**config.mk**
```make
export PLATFORM = sky130hd
export DESIGN_NAME = soft_knee_limiter_with_stats_unit
export DESIGN_NICKNAME = d
export VERILOG_FILES = /design/src/rtl/sklim_pkg.sv /design/src/rtl/sklim_div.sv /design/src/rtl/soft_knee_limiter_with_stats_unit.sv
export SDC_FILE = /design/constraint.sdc
export NUM_CORES = 2
export LEC_CHECK = 0
export BUFFER_PORTS_ARGS = -buffer_cell sky130_fd_sc_hd__buf_2
export CORE_ASPECT_RATIO = 1.2
export CORE_UTILIZATION = 45
export DETAILED_ROUTE_END_ITERATION = 8
export SLEW_MARGIN = 20
export SYNTH_ARGS = -nofsm -noshare
export SYNTH_HDL_FRONTEND = slang
export SYNTH_SLANG_ARGS = --single-unit
export TNS_END_PERCENT = 30
```
**constraint.sdc**
```tcl
create_clock -name clk -period 12.05 [get_ports clk]
set_input_delay 2.41 -clock clk [delete_from_list [all_inputs] [get_ports clk]]
set_output_delay 2.41 -clock clk [all_outputs]
set_load 0.005 [all_outputs]
```
**src/rtl/sklim_pkg.sv**
```systemverilog
// Shared constants and types for the soft-knee limiter with statistics.
package sklim_pkg;

	localparam int SAMPLE_W = 32;
	localparam int OUT_W    = 16;
	localparam int KNEE_W   = 15;
	localparam int PEAK_W   = 31;
	localparam int CNT_W    = 32;

	// Divider geometry: numerator 2*R*E + (E+R), divisor 2*(E+R), quotient <= R <= 2^15.
	localparam int NUM_W     = 48;
	localparam int DVS_W     = 33;
	localparam int QUO_W     = 17;
	localparam int DIV_CNT_W = 5;

	localparam logic [OUT_W-1:0]  POS_CEIL   = 16'd32767;
	localparam logic [OUT_W-1:0]  NEG_CEIL   = 16'd32768;
	localparam logic [KNEE_W-1:0] KNEE_RESET = 15'd30000;
	localparam logic [PEAK_W-1:0] PEAK_MAX   = 31'h7FFF_FFFF;

	typedef struct packed {
		logic busy;
		logic done;
	} div_stat_t;

endpackage

```
**src/rtl/sklim_div.sv**
```systemverilog
// Restoring divider, one quotient bit per cycle.
module sklim_div (
	input  logic                          clk,
	input  logic                          arst_n,
	input  logic                          start,
	input  logic [sklim_pkg::NUM_W-1:0]   numer,
	input  logic [sklim_pkg::DVS_W-1:0]   denom,
	output logic [sklim_pkg::QUO_W-1:0]   quo,
	output sklim_pkg::div_stat_t          stat
);
	import sklim_pkg::*;

	logic [DVS_W-1:0]     rem_q;
	logic [DVS_W-1:0]     dvs_q;
	logic [QUO_W-1:0]     nbits_q;
	logic [QUO_W-1:0]     quo_q;
	logic [DIV_CNT_W-1:0] cnt_q;
	logic                 done_q;
	logic [DVS_W:0]       rem_sh;
	logic                 fits;

	// top bits of the numerator start out below the divisor since quotient < 2^QUO_W
	always_comb begin
		rem_sh = {rem_q, nbits_q[QUO_W-1]};
		fits   = rem_sh >= {1'b0, dvs_q};
	end

	always_ff @(posedge clk or negedge arst_n) begin
		if (!arst_n) begin
			cnt_q   <= '0;
			done_q  <= 1'b0;
			rem_q   <= '0;
			dvs_q   <= '0;
			nbits_q <= '0;
			quo_q   <= '0;
		end else begin
			done_q <= 1'b0;
			if (start) begin
				rem_q   <= DVS_W'(numer[NUM_W-1:QUO_W]);
				nbits_q <= numer[QUO_W-1:0];
				dvs_q   <= denom;
				quo_q   <= '0;
				cnt_q   <= DIV_CNT_W'(QUO_W);
			end else if (cnt_q != '0) begin
				rem_q   <= fits ? DVS_W'(rem_sh - {1'b0, dvs_q}) : rem_sh[DVS_W-1:0];
				nbits_q <= {nbits_q[QUO_W-2:0], 1'b0};
				quo_q   <= {quo_q[QUO_W-2:0], fits};
				cnt_q   <= cnt_q - 1'b1;
				if (cnt_q == DIV_CNT_W'(1)) begin
					done_q <= 1'b1;
				end
			end
		end
	end

	assign quo       = quo_q;
	assign stat.busy = (cnt_q != '0);
	assign stat.done = done_q;

endmodule

```
**src/rtl/soft_knee_limiter_with_stats_unit.sv**
```systemverilog
// Soft-knee limiter: top level with sequencer, statistics and output register.
// A sample at or below the knee goes from accept through the finish state to the output;
//   a sample above the knee passes multiply, load, 17 divider steps and done before finish.
// One item is in work at a time; the 17-step restoring divider sets the pace.
// Input stall is high while an item is in work; a finished result waits in the
//   output register, so a new item can be taken before it is drained.
// Reset (arst_n low, asynchronous) clears state, counters, peak, output valid; knee = 30000.
module soft_knee_limiter_with_stats_unit (
	input  logic                                clk,
	input  logic                                arst_n,
	input  logic                                in_valid,
	output logic                                in_stall,
	input  logic signed [sklim_pkg::SAMPLE_W-1:0] sample_in,
	output logic                                out_valid,
	input  logic                                out_stall,
	output logic signed [sklim_pkg::OUT_W-1:0]  sample_out,
	output logic                                was_limited,
	output logic [sklim_pkg::PEAK_W-1:0]        peak_abs,
	output logic [sklim_pkg::CNT_W-1:0]         limited_total,
	output logic [sklim_pkg::CNT_W-1:0]         positive_total,
	output logic [sklim_pkg::CNT_W-1:0]         negative_total,
	input  logic                                cfg_we,
	input  logic [sklim_pkg::KNEE_W-1:0]        cfg_wdata
);
	import sklim_pkg::*;

	typedef enum logic [2:0] {
		ST_IDLE,
		ST_MUL,
		ST_LOAD,
		ST_DIV,
		ST_FIN
	} state_t;

	state_t state_q;

	logic [KNEE_W-1:0]   knee_q;
	logic [PEAK_W-1:0]   peak_q;
	logic [CNT_W-1:0]    lim_cnt_q;
	logic [CNT_W-1:0]    pos_cnt_q;
	logic [CNT_W-1:0]    neg_cnt_q;

	// per-item working registers
	logic                neg_q;
	logic                lim_q;
	logic [OUT_W-1:0]    pass_q;
	logic [OUT_W-1:0]    ceil_q;
	logic [OUT_W-1:0]    range_q;
	logic [SAMPLE_W-1:0] excess_q;
	logic [NUM_W-1:0]    prod_q;
	logic [SAMPLE_W-1:0] den_q;

	// output register
	logic                out_valid_q;
	logic [OUT_W-1:0]    out_sample_q;
	logic                out_lim_q;
	logic [PEAK_W-1:0]   out_peak_q;
	logic [CNT_W-1:0]    out_lim_cnt_q;
	logic [CNT_W-1:0]    out_pos_cnt_q;
	logic [CNT_W-1:0]    out_neg_cnt_q;

	logic                accept;
	logic                neg;
	logic [SAMPLE_W-1:0] raw;
	logic [SAMPLE_W-1:0] mag;
	logic [PEAK_W-1:0]   mag31;
	logic                over;
	logic [OUT_W-1:0]    ceil;
	logic [NUM_W-1:0]    div_num;
	logic [DVS_W-1:0]    div_dvs;
	logic [QUO_W-1:0]    div_quo;
	div_stat_t           div_stat;
	logic [QUO_W-1:0]    shaped;
	logic [OUT_W-1:0]    capped;
	logic [OUT_W-1:0]    result;
	logic                out_free;

	assign accept   = in_valid && (state_q == ST_IDLE);
	assign in_stall = (state_q != ST_IDLE);
	assign out_free = !out_valid_q || !out_stall;

	always_comb begin
		raw   = sample_in;
		neg   = raw[SAMPLE_W-1];
		// magnitude; the most negative sample maps to 2^31 in 32 unsigned bits
		mag   = neg ? (~raw + 32'd1) : raw;
		mag31 = mag[SAMPLE_W-1] ? PEAK_MAX : mag[PEAK_W-1:0];
		over  = mag > {17'd0, knee_q};
		ceil  = neg ? NEG_CEIL : POS_CEIL;
	end

	// rounding numerator 2*R*E + D over divisor 2*D, D = E + R
	always_comb begin
		div_num = {prod_q[NUM_W-2:0], 1'b0} + {16'd0, den_q};
		div_dvs = {den_q, 1'b0};
	end

	// knee + rounded quotient, capped at the ceiling, sign restored; unlimited samples pass through
	always_comb begin
		shaped = {2'b00, knee_q} + div_quo;
		capped = (shaped > {1'b0, ceil_q}) ? ceil_q : shaped[OUT_W-1:0];
		if (lim_q) begin
			result = neg_q ? (16'd0 - capped) : capped;
		end else begin
			result = pass_q;
		end
	end

	sklim_div u_div (
		.clk    (clk),
		.arst_n (arst_n),
		.start  (state_q == ST_LOAD),
		.numer  (div_num),
		.denom  (div_dvs),
		.quo    (div_quo),
		.stat   (div_stat)
	);

	always_ff @(posedge clk or negedge arst_n) begin
		if (!arst_n) begin
			state_q       <= ST_IDLE;
			knee_q        <= KNEE_RESET;
			peak_q        <= '0;
			lim_cnt_q     <= '0;
			pos_cnt_q     <= '0;
			neg_cnt_q     <= '0;
			out_valid_q   <= 1'b0;
			out_sample_q  <= '0;
			out_lim_q     <= 1'b0;
			out_peak_q    <= '0;
			out_lim_cnt_q <= '0;
			out_pos_cnt_q <= '0;
			out_neg_cnt_q <= '0;
		end else begin
			if (cfg_we) begin
				knee_q <= cfg_wdata;
			end
			// drained and not refilled this cycle
			if (out_valid_q && !out_stall && (state_q != ST_FIN)) begin
				out_valid_q <= 1'b0;
			end
			case (state_q)
				ST_IDLE: begin
					if (accept) begin
						if (mag31 > peak_q) begin
							peak_q <= mag31;
						end
						if (over) begin
							lim_cnt_q <= lim_cnt_q + 1'b1;
							if (neg) begin
								neg_cnt_q <= neg_cnt_q + 1'b1;
							end else begin
								pos_cnt_q <= pos_cnt_q + 1'b1;
							end
						end
						state_q <= over ? ST_MUL : ST_FIN;
					end
				end
				ST_MUL: begin
					state_q <= ST_LOAD;
				end
				ST_LOAD: begin
					state_q <= ST_DIV;
				end
				ST_DIV: begin
					if (div_stat.done) begin
						state_q <= ST_FIN;
					end
				end
				ST_FIN: begin
					if (out_free) begin
						out_valid_q   <= 1'b1;
						out_sample_q  <= result;
						out_lim_q     <= lim_q;
						out_peak_q    <= peak_q;
						out_lim_cnt_q <= lim_cnt_q;
						out_pos_cnt_q <= pos_cnt_q;
						out_neg_cnt_q <= neg_cnt_q;
						state_q       <= ST_IDLE;
					end
				end
				default: begin
					state_q <= ST_IDLE;
				end
			endcase
		end
	end

	// datapath registers, no reset needed
	always_ff @(posedge clk) begin
		if (accept) begin
			neg_q    <= neg;
			lim_q    <= over;
			pass_q   <= raw[OUT_W-1:0];
			ceil_q   <= ceil;
			range_q  <= ceil - {1'b0, knee_q};
			excess_q <= mag - {17'd0, knee_q};
		end
		if (state_q == ST_MUL) begin
			prod_q <= {32'd0, range_q} * {16'd0, excess_q};
			den_q  <= excess_q + {16'd0, range_q};
		end
	end

	assign out_valid      = out_valid_q;
	assign sample_out     = out_sample_q;
	assign was_limited    = out_lim_q;
	assign peak_abs       = out_peak_q;
	assign limited_total  = out_lim_cnt_q;
	assign positive_total = out_pos_cnt_q;
	assign negative_total = out_neg_cnt_q;

endmodule

```
After elaboration in Yosys (flattened, before gate mapping) --
Index checks and enable logic that the tools add are counted.
Word-level totals: register bits 556, input port bits 52, output and inout port bits 146, logic and storage cells 97
Operators by class: add/subtract/negate cells 12, $mul 1, $lt $le $gt $ge 4, equal/unequal tests 9, mux-type cells 26, bitwise operators 2, reduce and logical (&&, ||, !) cells 16
Operators by type and width (number):
- $add A32 B1 Y32 const B | 4
- $mux W33 | 3
- $mux W17 | 4
- $mux W16 | 4
- $add A48 B32 Y48 | 1
- $mul A16 B32 Y47 | 1
- $ge A34 B33 Y1 | 1
- $sub A33 B33 Y33 | 1
- $add A32 B16 Y32 | 1
- $gt A32 B15 Y1 | 1
- $mux W32 | 1
- $not A32 Y32 | 1
- $sub A32 B15 Y32 | 1
- $gt A31 B31 Y1 | 1
- $mux W31 | 1
- $add A15 B17 Y17 | 1
- $gt A17 B16 Y1 | 1
- $sub A1 B16 Y16 const A | 1
- $sub A16 B15 Y16 | 1
- $pmux W3 S5 | 1
- $mux W3 | 4
- $mux W5 | 2
- $reduce_and A3 Y1 | 3
- $reduce_and A4 Y1 | 2
- 18 further kinds | 28

Logic depth before layout (Yosys ltp) --
depth after elaboration 7, gate-level depth with buffers 26, depth with buffers taken out 24

Modules after synthesis --
Synthesis repeated with hierarchy kept, for this count alone.
Unflattened totals: cells, all modules 4985, area, all modules 46113.0 um^2
Modules (own cells, without submodules):
- soft_knee_limiter_with_stats_unit | times used 1, cells an instance 4191, area each 39377.8 um^2, seq. area each 11649.9 um^2
- sklim_div | times used 1, cells an instance 794, area each 6735.2 um^2, seq. area each 2652.5 um^2

Worst setup path after synthesis --
No wires, ideal clock.
path kind register to register, start point reg state_q[2], end point reg den_q[0], enable pin, setup time 630 ps, arrival 6338 ps, data required time 11420 ps, setup slack 5082 ps, cell stages (with the launch flop) 3, path buffers 1, period minus slack after synthesis 6968 ps, cell sequence dfrtp_1 clkbuf_1 nor3b_1
On the way: longest elaborated chain between the ends 1
Ends and longest elaborated chain:
- start: declaration | RTL line soft_knee_limiter_with_stats_unit.sv:35 | state_t state_q;
- start signal: assignment | RTL line soft_knee_limiter_with_stats_unit.sv:156 | state_q <= over ? ST_MUL : ST_FIN;
- $eq A3 B1 Y1 | RTL line soft_knee_limiter_with_stats_unit.sv:199 | if (state_q == ST_MUL) begin
- end signal: assignment | RTL line soft_knee_limiter_with_stats_unit.sv:201 | den_q <= excess_q + {16'd0, range_q};
- end: declaration | RTL line soft_knee_limiter_with_stats_unit.sv:51 | logic [SAMPLE_W-1:0] den_q;
No other way between the ends. A chain may end at the register's enable or synchronous reset.

Worst setup path in the final report --
start point reg range_q[11], end point reg prod_q[44] (data pin)
On the way: longest elaborated chain between the ends 1
Ends and longest elaborated chain:
- start: declaration | RTL line soft_knee_limiter_with_stats_unit.sv:48 | logic [OUT_W-1:0] range_q;
- start signal: assignment | RTL line soft_knee_limiter_with_stats_unit.sv:196 | range_q <= ceil - {1'b0, knee_q};
- $mul A16 B32 Y47 | RTL line soft_knee_limiter_with_stats_unit.sv:200 | prod_q <= {32'd0, range_q} * {16'd0, excess_q};
- end signal: assignment | RTL line soft_knee_limiter_with_stats_unit.sv:200
- end: declaration | RTL line soft_knee_limiter_with_stats_unit.sv:50 | logic [NUM_W-1:0] prod_q;
No other way between the ends.

==> metrics.txt <==
Die W=294 µm; Pins Over Slew Limit=0; Fin. Hold Viols=0; area grow syn2layout=9.75%; Synth area leader=dfrtp_1; I/O Pins=a little under 200; number of DRC markers in iteration 0=between 2k and 2.5k; Port-buffer cells=slightly below 200; Hold Buf Count CTS=0; Clock Power Share=just over 20%; clock latency on the worst-skew pair=around 0.66 ns; Tmin final=slightly below 8 ns; worst hold path type=reg2reg; Worst-path clk slew=0.06 ns; Final setup violation count=0; RSZ-0062 raised after global routing=no; Max VDD drop=about 0.13 mV; CTS tree=built; number of detailed-route iterations in the first pass=7; most common library cells after synthesis=942 x nand2_1, 604 x inv_1, 423 x fa_1; post-CTS sizing=0; Num CTS Buffers=60; Synth Warn #=0; MaxCap Viol Count=0; Routed Antenna Nets=0; Via density=approximately 5.4; Core Region=101000 µm²; internal power=about 5.7 mW; Layout Cells excl Fill=roughly 6.5k; worst path cell trace=buf_4 > ha_1 > inv_1 > fa_1 > inv_1 > fa_1 > fa_1 > fa_1 > fa_1 > inv_1 > fa_1 > inv_1 > ha_1 > a211o_1 > a211oi_1 > o2111ai_1 > o21ai_0 > o31ai_1 > a21o_1 > a31o_2 > a21oi_1 > xnor2_1; layout cells sized above 1=around 7.9%; setup_tns=0 ns; crit-path most repeated cell=fa_1; critical path launch point type=flop; worst clock skew=just under 0.06 ns; row count=between 100 and 150; largest net degree at the start of global routing=163; Setup Buffers After CTS=0; Gate Count Post-Synth=approximately 5.0k; Post-Syn Nets=5779; switching power=between 4 and 5 mW; slowest CP cell=o21ai_0; Post-Route WL=127000 µm; Mapped Area=between 40000 and 50000 µm²; fillcell total=~9.6k; logic gate share of total power=a little over half; WL/cell=19.5 µm; via count of the first global-routing pass=approximately 37k; worst setup path class=reg2reg; deepest clock path buffer count=3; DP Cell Count=between 6k and 7k; fin nets=slightly below 6k; Worst-Margin Slew=~1.0 ns; WHS=between 0.4 and 0.5 ns; Synth async-reset ratio=around three quarters; GR Util All Layers=approximately a quarter; clock root cell=clkbuf_16; Synth cell types=79; Worst slew margin=32.0%; count leader, synth=nand2_1; area share of the largest cell type after synthesis=a little over a fifth; initial antenna violation count=22; part of the power in registers=a little over a quarter; vias post-DR=around 35k; number of synthesized flops with an enable pin=about 150; top post-synthesis cells by area=dfrtp_1 21%, fa_1 18%, edfxtp_1 9.5%, ha_1 8.0%, nand2_1 7.7%; GPL Wtd Cong=between 0.9 and 1; crit path max fanout=20; fmax=between 100 and 150 MHz; overall power=9.77 mW; Worst Path Arrival=8.20 ns; Starting Density=approximately 45%; die height=~350 µm; fin crit share=about two thirds; sequential area share after synthesis=approximately 31%; crit end category=flop; grt total ovfl=0; Mean Syn Cell Area=between 9 and 10 µm²; # DRC=0; first-pass GRT wire length=between 200000 and 250000 µm; CTS H-tree depth=2; status=finished clean; worst path required time=12.45 ns; switching share of total power=roughly 42%; Pleak=roughly 24 nW; HPWL after DPL=between 90000 and 100000 µm; PwrDens=~190 nW/µm²; Die Area=around 100000 µm²; Most used DFF post-synth=dfrtp_1; CP peak stage delay=0.71 ns; clock sink total=around 540; #FFs+latches synth=around 540
==> kinds of logic (layout without fill, tap and decap cells) <==
| group | count (synthesis) | count (layout) | synth area share, % |
|---|---|---|---|
| AO/OA/AOI/OAI | 837 | 837 | 11.5 |
| XOR/XNOR | 308 | 308 | 5.87 |
| adder cells (fa/ha/maj) | 718 | 718 | 26.5 |
| buffers and inverters | 825 | 961 | 6.79 |
| flip-flops | 541 | 541 | 31.1 |
| multiplexers | 24 | 24 | 0.548 |
| other | 0 | 6 | 0 |
| AND/OR/NAND/NOR | 1756 | 1756 | 17.7 |
==> stage by stage <==
step	util [%]	area, µm²	setup slack [ns]
after CTS	49.7	50400	4.27
after global routing	49.7	50400	3.99
final	49.7	50400	4.24
after global placement	47.5	48200	4.36
after floorplan	-	45900	5.08
after detailed placement	47.5	48200	4.26
==> metal layers <==
layer	vias up	part of all wire [%]	GRT usage, %
li1	16618	-	-
met1	17450	41	30.7
met2	811	50	43.6
met3	231	5.6	4.83
met4	28	3.9	9.15
met5	-	0.13	0
==> layout by cell type, fill, tap and decap left out, types with 32 or more instances in the layout <==
master | synthesis | routed
nand2_1 | 942 | 941
inv_1 | 604 | 603
fa_1 | 423 | 423
dfrtp_1 | 388 | 388
ha_1 | 295 | 295
o21ai_0 | 234 | 234
and2_1 | 221 | 221
a21oi_1 | 205 | 203
buf_2 | 4 | 196
xnor2_1 | 195 | 195
nor2_1 | 193 | 192
edfxtp_1 | 146 | 146
xor2_1 | 113 | 113
nand3_1 | 85 | 84
a21o_1 | 77 | 77
clkbuf_16 | 0 | 62
nand4_1 | 60 | 60
a211oi_1 | 54 | 54
and3_1 | 47 | 47
nor3_1 | 44 | 44
buf_4 | 0 | 44
a2bb2oi_1 | 32 | 32
==> sequential cells by signal, indices dropped and copies added, names as in the netlist, 5 cells and up <==
name,count
den_q,32
excess_q,32
knee_q,15
lim_cnt_q,32
limited_total,32
neg_cnt_q,32
negative_total,32
pass_q,16
peak_abs,31
peak_q,31
pos_cnt_q,32
positive_total,32
prod_q,47
range_q,16
sample_out,16
u_div.cnt_q,5
u_div.dvs_q,32
u_div.nbits_q,17
u_div.quo,17
u_div.rem_q,33
==> worst max-delay path: cells and delay by family, from the launching register on <==
kind	cells	cell delay [ns]
fa+ha+maj	8	3.72
flops	1	0.66
xor+xnor	1	0.08
buf+inv	5	0.66
compound gates	8	2.45
==> power groups by stage <==
stage	Clock, mW	Sequential, mW	Combinational [mW]
final	2.03	2.61	5.14
after global placement	0	2.63	5.05
after detailed placement	0	2.64	5.10
after CTS	2.07	2.61	5.14
after floorplan	0	2.56	3.82
after global routing	2.14	2.65	5.76
==> final timing paths <==
kind                        startpoint               end  slack, ns  cells past startpoint
max                        range_q[11]        prod_q[44]       4.24                     22
min                           den_q[0]  u_div.nbits_q[0]       0.46                      2
max reg2reg                range_q[11]        prod_q[44]       4.24                     22
min reg2reg                   den_q[0]  u_div.nbits_q[0]       0.46                      2
max in group asynchronous       arst_n         peak_q[9]       8.80                      2
min in group asynchronous       arst_n   u_div.dvs_q[30]       1.78                      1
==> cell type report <==
cell class / count / area [µm²] / share of cell area [%]
clock inverter: 36 / 497 / 0.985
clock buffer: 77 / 1690 / 3.35
multi-input combinational: 3643 / 28600 / 56.7
sequential: 541 / 14300 / 28.3
antenna: 6 / 15.0 / 0.0298
tap: 1365 / 1710 / 3.39
inverter: 604 / 2270 / 4.50
timing repair buffer: 244 / 1370 / 2.72
Note: power is estimated with default switching activity, not from simulation.
